**src/design/dfs_adjacency_matrix_order_unit_defines.svh**
```systemverilog
// Assertion macros used by dfsam_walk.
`ifndef DFS_ADJACENCY_MATRIX_ORDER_UNIT_DEFINES_SVH
`define DFS_ADJACENCY_MATRIX_ORDER_UNIT_DEFINES_SVH

// A condition that holds at every clock edge outside reset.
`define DFSAM_ASSERT_ALWAYS(lbl, cond, msg) \
	lbl: assert property (@(posedge clk) disable iff (!arst_n) (cond)) else $error(msg);

// A condition that implies another one in the next cycle.
`define DFSAM_ASSERT_NEXT(lbl, ante, cons, msg) \
	lbl: assert property (@(posedge clk) disable iff (!arst_n) (ante) |=> (cons)) \
		else $error(msg);

// A condition that implies another one in the same cycle.
`define DFSAM_ASSERT_SAME(lbl, ante, cons, msg) \
	lbl: assert property (@(posedge clk) disable iff (!arst_n) (ante) |-> (cons)) \
		else $error(msg);

`endif

```
**src/design/dfsam_pkg.sv**
```systemverilog
package dfsam_pkg;

	localparam int MAX_NODES = 16;
	localparam int NODE_W = $clog2(MAX_NODES);
	localparam int CNT_W = $clog2(MAX_NODES + 1);
	localparam logic [CNT_W-1:0] NODE_COUNT_RESET = CNT_W'(MAX_NODES);

	typedef struct packed {
		logic [NODE_W-1:0]    row_index;
		logic [MAX_NODES-1:0] row_bits;
		logic                 run_now;
	} row_word_t;

	typedef struct packed {
		logic [CNT_W-1:0] visited_node;
		logic             last_in_run;
	} order_word_t;

	typedef struct packed {
		logic              valid;
		order_word_t       word;
	} emit_t;

	typedef struct packed {
		logic              we;
		logic [NODE_W-1:0] addr;
		logic [NODE_W-1:0] data;
	} stk_wr_t;

	function automatic logic [CNT_W-1:0] nodes_in_use(input logic [CNT_W-1:0] cfg);
		logic [CNT_W-1:0] n;
		n = cfg;
		if (n == '0) begin
			n = CNT_W'(1);
		end
		if (n > CNT_W'(MAX_NODES)) begin
			n = CNT_W'(MAX_NODES);
		end
		return n;
	endfunction

	function automatic logic [MAX_NODES-1:0] use_mask(input logic [CNT_W-1:0] n);
		logic [MAX_NODES-1:0] m;
		m = '0;
		for (int i = 0; i < MAX_NODES; i++) begin
			m[i] = (CNT_W'(i) < n);
		end
		return m;
	endfunction

	function automatic logic [NODE_W-1:0] lowest_set(input logic [MAX_NODES-1:0] v);
		logic [NODE_W-1:0] r;
		r = '0;
		for (int i = MAX_NODES - 1; i >= 0; i--) begin
			if (v[i]) begin
				r = NODE_W'(i);
			end
		end
		return r;
	endfunction

	function automatic logic [NODE_W-1:0] highest_set(input logic [MAX_NODES-1:0] v);
		logic [NODE_W-1:0] r;
		r = '0;
		for (int i = 0; i < MAX_NODES; i++) begin
			if (v[i]) begin
				r = NODE_W'(i);
			end
		end
		return r;
	endfunction

endpackage

```
**src/design/dfsam_ram.sv**
```systemverilog
module dfsam_ram #(
	parameter int WIDTH = 8,
	parameter int DEPTH = 16
) (
	input  logic                     clk,
	input  logic                     we,
	input  logic [$clog2(DEPTH)-1:0] waddr,
	input  logic [WIDTH-1:0]         wdata,
	input  logic [$clog2(DEPTH)-1:0] raddr,
	output logic [WIDTH-1:0]         rdata
);

	logic [WIDTH-1:0] mem [DEPTH];
	logic [WIDTH-1:0] rdata_q;

	always_ff @(posedge clk) begin
		if (we) begin
			mem[waddr] <= wdata;
		end
		rdata_q <= mem[raddr];
	end

	assign rdata = rdata_q;

endmodule

```
**src/design/dfsam_walk.sv**
```systemverilog
`include "dfs_adjacency_matrix_order_unit_defines.svh"

module dfsam_walk import dfsam_pkg::*; (
	input  logic                 clk,
	input  logic                 arst_n,
	input  logic                 start,
	input  logic [CNT_W-1:0]     n_use,
	output logic                 busy,
	output logic [NODE_W-1:0]    adj_raddr,
	input  logic [MAX_NODES-1:0] adj_rdata,
	output stk_wr_t              stk_wr,
	output logic [NODE_W-1:0]    stk_raddr,
	input  logic [NODE_W-1:0]    stk_rdata,
	output emit_t                emit,
	input  logic                 emit_ready
);

	typedef enum logic [3:0] {
		S_IDLE  = 4'b0001,
		S_VISIT = 4'b0010,
		S_EVAL  = 4'b0100,
		S_POP   = 4'b1000
	} walk_state_t;

	walk_state_t          st_q;
	logic [NODE_W-1:0]    pick_q;
	logic [MAX_NODES-1:0] vis_q;
	logic [MAX_NODES-1:0] all_q;
	logic [CNT_W-1:0]     sp_q;
	logic [CNT_W-1:0]     cnt_q;
	logic [CNT_W-1:0]     n_q;

	logic [MAX_NODES-1:0] cand;
	logic [MAX_NODES-1:0] left;
	logic [CNT_W-1:0]     sp_dec;
	logic [CNT_W-1:0]     cnt_inc;
	logic                 visit_go;
	logic                 last;

	assign cand = adj_rdata & all_q & ~vis_q;
	assign left = all_q & ~vis_q;
	assign sp_dec = sp_q - CNT_W'(1);
	assign cnt_inc = cnt_q + CNT_W'(1);
	assign visit_go = (st_q == S_VISIT) && emit_ready;
	assign last = (cnt_inc == n_q);
	assign busy = (st_q != S_IDLE);

	assign emit.valid = visit_go;
	assign emit.word.visited_node = CNT_W'(pick_q) + CNT_W'(1);
	assign emit.word.last_in_run = last;

	assign stk_wr.we = visit_go;
	assign stk_wr.addr = sp_q[NODE_W-1:0];
	assign stk_wr.data = pick_q;

	// After a pop the new top sits two below the current depth.
	assign stk_raddr = NODE_W'(sp_q - CNT_W'(2));
	assign adj_raddr = (st_q == S_POP) ? stk_rdata : pick_q;

	always_ff @(posedge clk or negedge arst_n) begin
		if (!arst_n) begin
			st_q <= S_IDLE;
			pick_q <= '0;
			vis_q <= '0;
			all_q <= '0;
			sp_q <= '0;
			cnt_q <= '0;
			n_q <= '0;
		end else begin
			unique case (st_q)
				S_IDLE: begin
					if (start) begin
						n_q <= n_use;
						all_q <= use_mask(n_use);
						vis_q <= '0;
						sp_q <= '0;
						cnt_q <= '0;
						pick_q <= '0;
						st_q <= S_VISIT;
					end
				end
				S_VISIT: begin
					if (emit_ready) begin
						vis_q <= vis_q | (MAX_NODES'(1) << pick_q);
						sp_q <= sp_q + CNT_W'(1);
						cnt_q <= cnt_inc;
						st_q <= last ? S_IDLE : S_EVAL;
					end
				end
				S_EVAL: begin
					if (cand != '0) begin
						pick_q <= lowest_set(cand);
						st_q <= S_VISIT;
					end else begin
						sp_q <= sp_dec;
						if (sp_dec == '0) begin
							pick_q <= highest_set(left);
							st_q <= S_VISIT;
						end else begin
							st_q <= S_POP;
						end
					end
				end
				S_POP: begin
					st_q <= S_EVAL;
				end
				default: begin
					st_q <= S_IDLE;
				end
			endcase
		end
	end

	`DFSAM_ASSERT_ALWAYS(a_vis_matches_cnt, $countones(vis_q) == cnt_q, "visited set and count differ")
	`DFSAM_ASSERT_ALWAYS(a_sp_le_cnt, sp_q <= cnt_q, "path stack deeper than visit count")
	`DFSAM_ASSERT_SAME(a_start_idle, start, st_q == S_IDLE, "run started while busy")
	`DFSAM_ASSERT_SAME(a_eval_open, st_q == S_EVAL, cnt_q < n_q, "search step after all nodes seen")
	`DFSAM_ASSERT_NEXT(a_last_ends, emit.valid && emit.word.last_in_run, st_q == S_IDLE,
		"walk continues after its last word")

endmodule

```
**src/design/dfs_adjacency_matrix_order_unit.sv**
```systemverilog
// Channel   Handshake              Word
// row       row_valid/row_ready    row_word_t: row_index, row_bits, run_now
// order     order_valid/order_ready order_word_t: visited_node, last_in_run
// config    cfg_wr_en              cfg_wr_data: node_count
//
// Rows are accepted back to back while no run is active.
// A run visits each node once, pops the path stack on each backtrack that leaves it
// nonempty, and waits on the registered reads of the adjacency and path stack memories;
// row_ready is low until it ends.
// A stalled order channel holds the walk at its next visit; one finished word waits
// in the output register. Reset clears the control state and sets node_count to 16.
module dfs_adjacency_matrix_order_unit import dfsam_pkg::*; (
	input  logic             clk,
	input  logic             arst_n,
	input  logic             row_valid,
	output logic             row_ready,
	input  row_word_t        row,
	output logic             order_valid,
	input  logic             order_ready,
	output order_word_t      order,
	input  logic             cfg_wr_en,
	input  logic [CNT_W-1:0] cfg_wr_data
);

	logic [CNT_W-1:0]     ncfg_q;
	logic                 out_valid_q;
	order_word_t          out_q;

	logic                 busy;
	logic                 row_acc;
	logic                 emit_ready;
	emit_t                emit;
	stk_wr_t              stk_wr;
	logic [NODE_W-1:0]    adj_raddr;
	logic [MAX_NODES-1:0] adj_rdata;
	logic [NODE_W-1:0]    stk_raddr;
	logic [NODE_W-1:0]    stk_rdata;

	assign row_ready = !busy;
	assign row_acc = row_valid && row_ready;
	assign emit_ready = !out_valid_q || order_ready;
	assign order_valid = out_valid_q;
	assign order = out_q;

	always_ff @(posedge clk or negedge arst_n) begin
		if (!arst_n) begin
			ncfg_q <= NODE_COUNT_RESET;
		end else if (cfg_wr_en) begin
			ncfg_q <= cfg_wr_data;
		end
	end

	always_ff @(posedge clk or negedge arst_n) begin
		if (!arst_n) begin
			out_valid_q <= 1'b0;
		end else if (emit.valid) begin
			out_valid_q <= 1'b1;
		end else if (order_ready) begin
			out_valid_q <= 1'b0;
		end
	end

	always_ff @(posedge clk) begin
		if (emit.valid) begin
			out_q <= emit.word;
		end
	end

	dfsam_ram #(
		.WIDTH(MAX_NODES),
		.DEPTH(MAX_NODES)
	) u_adj_ram (
		.clk  (clk),
		.we   (row_acc),
		.waddr(row.row_index),
		.wdata(row.row_bits),
		.raddr(adj_raddr),
		.rdata(adj_rdata)
	);

	dfsam_ram #(
		.WIDTH(NODE_W),
		.DEPTH(MAX_NODES)
	) u_stk_ram (
		.clk  (clk),
		.we   (stk_wr.we),
		.waddr(stk_wr.addr),
		.wdata(stk_wr.data),
		.raddr(stk_raddr),
		.rdata(stk_rdata)
	);

	dfsam_walk u_walk (
		.clk       (clk),
		.arst_n    (arst_n),
		.start     (row_acc && row.run_now),
		.n_use     (nodes_in_use(ncfg_q)),
		.busy      (busy),
		.adj_raddr (adj_raddr),
		.adj_rdata (adj_rdata),
		.stk_wr    (stk_wr),
		.stk_raddr (stk_raddr),
		.stk_rdata (stk_rdata),
		.emit      (emit),
		.emit_ready(emit_ready)
	);

endmodule
```
**config.mk**
```make
export PLATFORM = sky130hd
export DESIGN_NAME = dfs_adjacency_matrix_order_unit
export DESIGN_NICKNAME = d
export VERILOG_FILES = /design/src/design/dfsam_pkg.sv /design/src/design/dfsam_ram.sv /design/src/design/dfsam_walk.sv /design/src/design/dfs_adjacency_matrix_order_unit.sv
export VERILOG_INCLUDE_DIRS = /design/src /design/src/design
export SDC_FILE = /design/constraint.sdc
export NUM_CORES = 1
export LEC_CHECK = 0
export BUFFER_PORTS_ARGS = -buffer_cell sky130_fd_sc_hd__clkbuf_2
export CAP_MARGIN = 0
export CORE_UTILIZATION = 31
export DETAILED_ROUTE_END_ITERATION = 8
export GPL_ROUTABILITY_DRIVEN = 1
export PLACE_DENSITY = 0.48
export RECOVER_POWER = 25
export SLEW_MARGIN = 20
export SYNTH_ARGS = -nofsm -noshare
export SYNTH_HDL_FRONTEND = slang
export SYNTH_HIERARCHICAL = 1
export SYNTH_SLANG_ARGS = --single-unit
```
**constraint.sdc**
```tcl
create_clock -name clk -period 3.1 [get_ports clk]
set_input_delay 0.155 -clock clk [delete_from_list [all_inputs] [get_ports clk]]
set_output_delay 0.155 -clock clk [all_outputs]
set_load 0.005 [all_outputs]
```
# After elaboration in Yosys (flattened, before gate mapping)
# Memory sizes are Yosys's and may differ from the RTL's. A register that Yosys moved wholly into a read port is not among the register bits.
# Cells that the tools add are included.
[word_totals]
reg_bits = 67
ram_bits = 320
input_bits = 31
out_inout_bits = 8
word_cells = 128
mem_count = 2
[op_classes]
addsub = 5
order_cmp = 17
n_eq_ne = 10
n_shift = 1
mux = 59
bitwise_logic = 5
reduce_logical = 18
[mem_list]
columns = ["memory", "words", "word_bits", "read_ports", "rd_ports_with_merged_regs", "wr", "line", "source"]
rows = [
  ["u_adj_ram.mem", 16, 16, 1, 1, 1, "dfsam_ram.sv:13", "logic [WIDTH-1:0] mem [DEPTH];"],
  ["u_stk_ram.mem", 16, 4, 1, 1, 1, "dfsam_ram.sv:13", ""],
]
[ops]
columns = ["operator", "count"]
rows = [
  ["$mux 4", 32],
  ["$and 16x16->16", 3],
  ["$lt 4x5->1 const A", 8],
  ["$mux 16", 2],
  ["$pmux 16 s2", 1],
  ["$mux 5", 6],
  ["$lt 3x5->1 const A", 4],
  ["$not 16->16", 1],
  ["$or 16x16->16", 1],
  ["$pmux 4 s4", 1],
  ["$reduce_bool 16->1", 1],
  ["$shl 1x4->16 const A", 1],
  ["$mux 3", 5],
  ["$pmux 5 s3", 1],
  ["$add 5x1->5 const B", 2],
  ["$logic_not 5->1", 2],
  ["$lt 1x5->1 const A", 2],
  ["$lt 2x5->1 const A", 2],
  ["$pmux 5 s2", 1],
  ["$pmux 4 s2", 1],
  ["$mux 1", 7],
  ["$reduce_and 3->1", 2],
  ["$reduce_bool 2->1", 3],
  ["$add 4x1->5 const B", 1],
  ["other kinds (19)", 25],
]

# Longest topological paths before layout
[depth]
depth_word = 20
mapped_depth = 11
depth_no_buf = 10

# By module
# The synthesis kept the hierarchy.
[modules_own_cells]
columns = ["mod", "instances", "cells_per_inst", "area_per_inst_um2", "seq_area_each_um2"]
rows = [
  ["dfsam_ram (u_adj_ram)", 1, 432, 10042.1, 8007.7],
  ["dfsam_walk", 1, 371, 3320.7, 1352.5],
  ["dfsam_ram (u_stk_ram)", 1, 130, 2666.3, 2001.9],
  ["dfs_adjacency_matrix_order_unit", 1, 30, 451.7, 331.6],
]

# Worst setup path after synthesis
# Ideal clock, no wire load.
[synth_path]
path_type = "register -> register"
startpoint = "register u_walk.st_q[0]"
endpoint = "memory u_adj_ram/mem[0][0] (netlist name) (enable)"
setup_time_ns = 0.409
arrival_ns = 2.792
required_time_ns = 2.691
setup_slack_ns = -0.102
stages_incl_launch_ff = 6
path_buffers = 0
synth_period_minus_slack_ns = 3.202
path_cell_list = "dfstp_2 nor4b_4 inv_2 nor2b_1 or3b_2 nor3_1"
[synth_via]
elab_chain_cells = 5
[synth_rtl]
columns = ["item", "line", "source"]
rows = [
  ["start: declaration", "dfsam_walk.sv:25", "walk_state_t st_q;"],
  ["start signal: assignment", "dfsam_walk.sv:87", "st_q <= last ? S_IDLE : S_EVAL;"],
  ["$ne 4x1->1", "dfsam_walk.sv:46", "assign busy = (st_q != S_IDLE);"],
  ["via busy", "dfs_adjacency_matrix_order_unit.sv:29", "logic busy;"],
  ["$logic_not 1->1", "dfs_adjacency_matrix_order_unit.sv:39", "assign row_ready = !busy;"],
  ["$logic_and 1x1->1", "dfs_adjacency_matrix_order_unit.sv:40", "assign row_acc = row_valid && row_ready;"],
  ["via row_acc", "dfs_adjacency_matrix_order_unit.sv:30", "logic row_acc;"],
  ["$mux 1", "dfsam_ram.sv:17", "if (we) begin"],
  ["$mux 1 (not written as such)", "dfsam_ram.sv:18", "mem[waddr] <= wdata;"],
  ["end: declaration", "dfsam_ram.sv:13", ""],
]
# The timed path passes the listed nets, and every way through them passes these cells.

# Worst setup path after layout
[layout_path]
startpoint = "register u_walk.st_q[0]"
endpoint = "register u_walk.pick_q[0]"
[layout_via]
elab_chain_cells = 6
word_cells_on_any_way = 11
cone_classes = "eq/ne: 5; mux: 1; reduce/logical: 5"
[layout_rtl]
columns = ["item", "line", "source"]
rows = [
  ["$ne 4x1->1", "dfsam_walk.sv:46", ""],
  ["via busy", "dfs_adjacency_matrix_order_unit.sv:29", ""],
  ["$logic_not 1->1", "dfs_adjacency_matrix_order_unit.sv:39", ""],
  ["$logic_and 1x1->1", "dfs_adjacency_matrix_order_unit.sv:40", ""],
  ["via row_acc", "dfs_adjacency_matrix_order_unit.sv:30", ""],
  ["$logic_and 1x1->1", "dfs_adjacency_matrix_order_unit.sv:96", ".start (row_acc && row.run_now),"],
  ["$ne 2x1->1 (no source line)", "-", ""],
  ["$reduce_and 3->1 (no source line)", "-", ""],
  ["end signal: assignment", "dfsam_walk.sv:92", "pick_q <= lowest_set(cand);"],
  ["end signal: assignment", "dfsam_walk.sv:97", "pick_q <= highest_set(left);"],
  ["end: declaration", "dfsam_walk.sv:26", "logic [NODE_W-1:0] pick_q;"],
]
# The timed path passes the listed nets, and every way through them passes these cells.
# A chain may end at the register's enable or synchronous reset.

==> metrics.md <==
| Metric | Value |
|---|---|
| Outcome | completed |
| # H-tree levels | 2 |
| Sw Pwr | 0.00452 W |
| Global placement routability congestion | approximately 0.78 |
| Final setup violation count | 0 |
| Post-synth top cells | edfxtp_1, nand2_1, dfrtp_1 |
| Fill cells | 4949 |
| GRT Residual Overflow | 0 |
| Row cnt | 84 |
| Final Hold Viols | 0 |
| Yosys reg bits | ~410 |
| Period utilization | about 87% |
| Final #Nets | between 1000 and 1500 |
| Post-CTS resize count | 0 |
| Post-route minimum period | roughly 2.7 ns |
| WP data arrival | 3.15 ns |
| DRT antenna net count | 0 |
| Max Root-Sink Buffers | 3 |
| Unique cell type count in the Yosys netlist | between 60 and 70 |
| Fmax | 369 MHz |
| Number of flops mapped to enable cells by yosys | ~330 |
| Gate Count Post-Synth | 963 |
| Final WL | slightly below 40 mm |
| Async S/R FF share, synth | 14.8% |
| VDD IR max | 0.470 mV |
| TNS Setup | 0 ns |
| Post-Layout Inst Area | between 0.015 and 0.02 mm^2 |
| First DRT Iteration DRCs | roughly 600 |
| Startpoint Class | flip-flop |
| Placed cells | about 1700 |
| Average size of a mapped cell | between 15 and 20 um^2 |
| Clock Skews | roughly 0.022 ns |
| GRT Total Usage | 14.9% |
| Starting Density | 31.4% |
| Clock Latency Late Sink | ~0.58 ns |
| Clock slew at reported path FFs | around 0.06 ns |
| Clock share of power | 34.3% |
| Largest net degree at the start of global routing | 50 |
| Critical Path End Type | flip-flop |
| Pint | ~0.011 W |
| Hold slack | around 0.02 ns |
| Top cells by area, synth | edfxtp_1, dfrtp_1, mux4_2 |
| Syn. warnings | 6 |
| Global-route wire length before repair | between 50 and 60 mm |
| Pleak | approximately 6.7 nW |
| Synth top area share | between 50% and 60% |
| # Post-CTS Setup Buffers | 0 |
| Seq/Total Area, Yosys | about 70% |
| Ports | 39 |
| Vias | 8865 |
| Vias in the first global route | 9270 |
| Initial antenna violation count | 2 |
| Slew margin rel. | roughly a third |
| Residual DRC | 0 |
| Worst-margin pin slew | approximately 0.97 ns |
| Post-DP Area | 0.0178 mm^2 |
| CTS Hold Bufs | 23 |
| Final Util | between 30 and 40% |
| Via-to-Cell Ratio | a little under 5 |
| I/O Buffers | 38 |
| First-pass detailed-route iteration total | 5 |
| RSZ-0062 raised after global routing | no |
| CTS tree | done |
| Clk sinks | 406 |
| Fin cells | approximately 1800 |
| Dominant cell by count in the synthesized netlist | edfxtp_1 |
| Mapped Nets | approximately 1000 |
| Post-Syn Area | ~0.016 mm^2 |
| Worst Hold Class | input pin to flip-flop |
| WS Path Type | flip-flop to flip-flop |
| Synth-to-layout area growth | 18.5% |
| Pwr dens | 792 mW/mm^2 |
| Yosys top cell by area | edfxtp_1 |
| Worst Path Max Fanout | 9 |
| Fraction of layout cells with a size suffix above 1 | between 20% and 30% |
| Synth Flop Type | edfxtp_1 |
| Die X | between 200 and 250 um |
| CTS root buf | clkbuf_16 |
| Max Cap Viol | 0 |
| Power share of the sequential group | ~44% |
| Slew Viols, Final | 0 |
| Total die area | about 0.054 mm^2 |
| Core Area | between 0.05 and 0.06 mm^2 |
| WP data required | around 3.5 ns |
| Sw frac | 29.2% |
| Combinational fraction of design power | between 20% and 30% |
| Inserted Diodes | 0 |
| Detailed placement HPWL | around 25 mm |
| Die Height | between 200 and 250 um |
| Routed len/inst | about 22 um |
| Num CTS Buffers | 44 |
==> layout by cell type, fill, tap and decap left out, drive strengths merged, types with 13 or more instances in the layout <==
master       instances
edfxtp             326
clkbuf             100
nand2               84
mux4                80
dfrtp               58
buf                 58
nor2                48
a22oi               37
o21ai               33
dlygate4sd3         23
nand3b              23
dfxtp               20
nor2b               19
a21oi               17
nand3               15
inv                 15
clkinv              15
nand2b              14
ha                  13
==> area by class of cell <==
type                            count  area [um^2]  area share, %
Multi-Input combinational cell    495         4540           23.2
Sequential cell                   406        11700           59.9
Tap cell                          688          861           4.41
Inverter                           13         48.8          0.250
Clock buffer                       62         1260           6.45
Clock inverter                     20          239           1.22
Timing Repair Buffer              119          888           4.55
==> kinds of logic (layout without fill, tap and decap cells) <==
kind of cell	count (synthesis)	count (layout)	share of synthesized area (%)
DFF	406	406	71.0
and+or+nand+nor	248	248	7.87
AOI/OAI and AO/OA	137	137	5.72
muxes	85	85	11.8
buffers and inverters	62	214	2.03
adders and majority gates	13	13	0.987
xor gates and xnor gates	12	12	0.638
==> power groups by stage <==
| stage | clock network, W | registers (W) | logic, W |
|---|---|---|---|
| CTS | 0.00546 | 0.00684 | 0.00337 |
| floorplan | 0 | 0.00673 | 0.00239 |
| global placement | 0 | 0.00695 | 0.00332 |
| global route | 0.00567 | 0.00688 | 0.00365 |
| detailed placement | 0 | 0.00695 | 0.00333 |
| finish | 0.00531 | 0.00684 | 0.00332 |
==> flip-flops by register name, indices dropped and copies added, names as in the netlist <==
register         count
u_walk/pick_q        4
u_walk/all_q        16
u_walk/st_q          4
u_walk/sp_q          5
u_adj_ram/rdata     16
order_valid          1
u_walk/cnt_q         5
u_adj_ram/mem      256
u_stk_ram/rdata      4
u_walk/vis_q        16
u_stk_ram/mem       64
ncfg_q               5
u_walk/n_q           4
order                6
==> metal layers <==
| layer | GRT usage [%] | wire (um) |
|---|---|---|
| met1 | 20.3 | 17800 |
| met3 | 2.66 | 1600 |
| met5 | 0 | 22 |
| met2 | 24.3 | 18900 |
| met4 | 3.94 | 766 |
==> critical path, stage by stage, from the launching register on <==
cell	delay, ns
dfstp_2	0.65
nor4b_4	0.32
inv_2	0.11
nor2b_1	0.16
and2_1	0.20
nor3b_1	0.07
o21a_1	0.27
a311o_2	0.44
a221o_1	0.37
==> metrics by stage <==
| stage | total power [W] | worst slack [ns] |
|---|---|---|
| floorplan | 0.00912 | 0.234 |
| global placement | 0.0103 | 0.435 |
| detailed placement | 0.0103 | 0.450 |
| CTS | 0.0157 | 0.407 |
| global route | 0.0162 | 0.247 |
| finish | 0.0155 | 0.390 |
==> final timing paths <==
path	from	endpoint	slack, ns	cells after the start
max	u_walk/st_q[0]	u_walk/pick_q[0]	0.39	8
min	order_ready	order_valid	0.02	3
max reg2reg	u_walk/st_q[0]	u_walk/pick_q[0]	0.39	8
min reg2reg	u_walk/n_q[3]	u_walk/n_q[3]	0.49	2
max in group asynchronous	arst_n	u_walk/pick_q[0]	1.79	3
min in group asynchronous	arst_n	u_walk/st_q[2]	0.18	2
(Power assumes the default switching activity.)
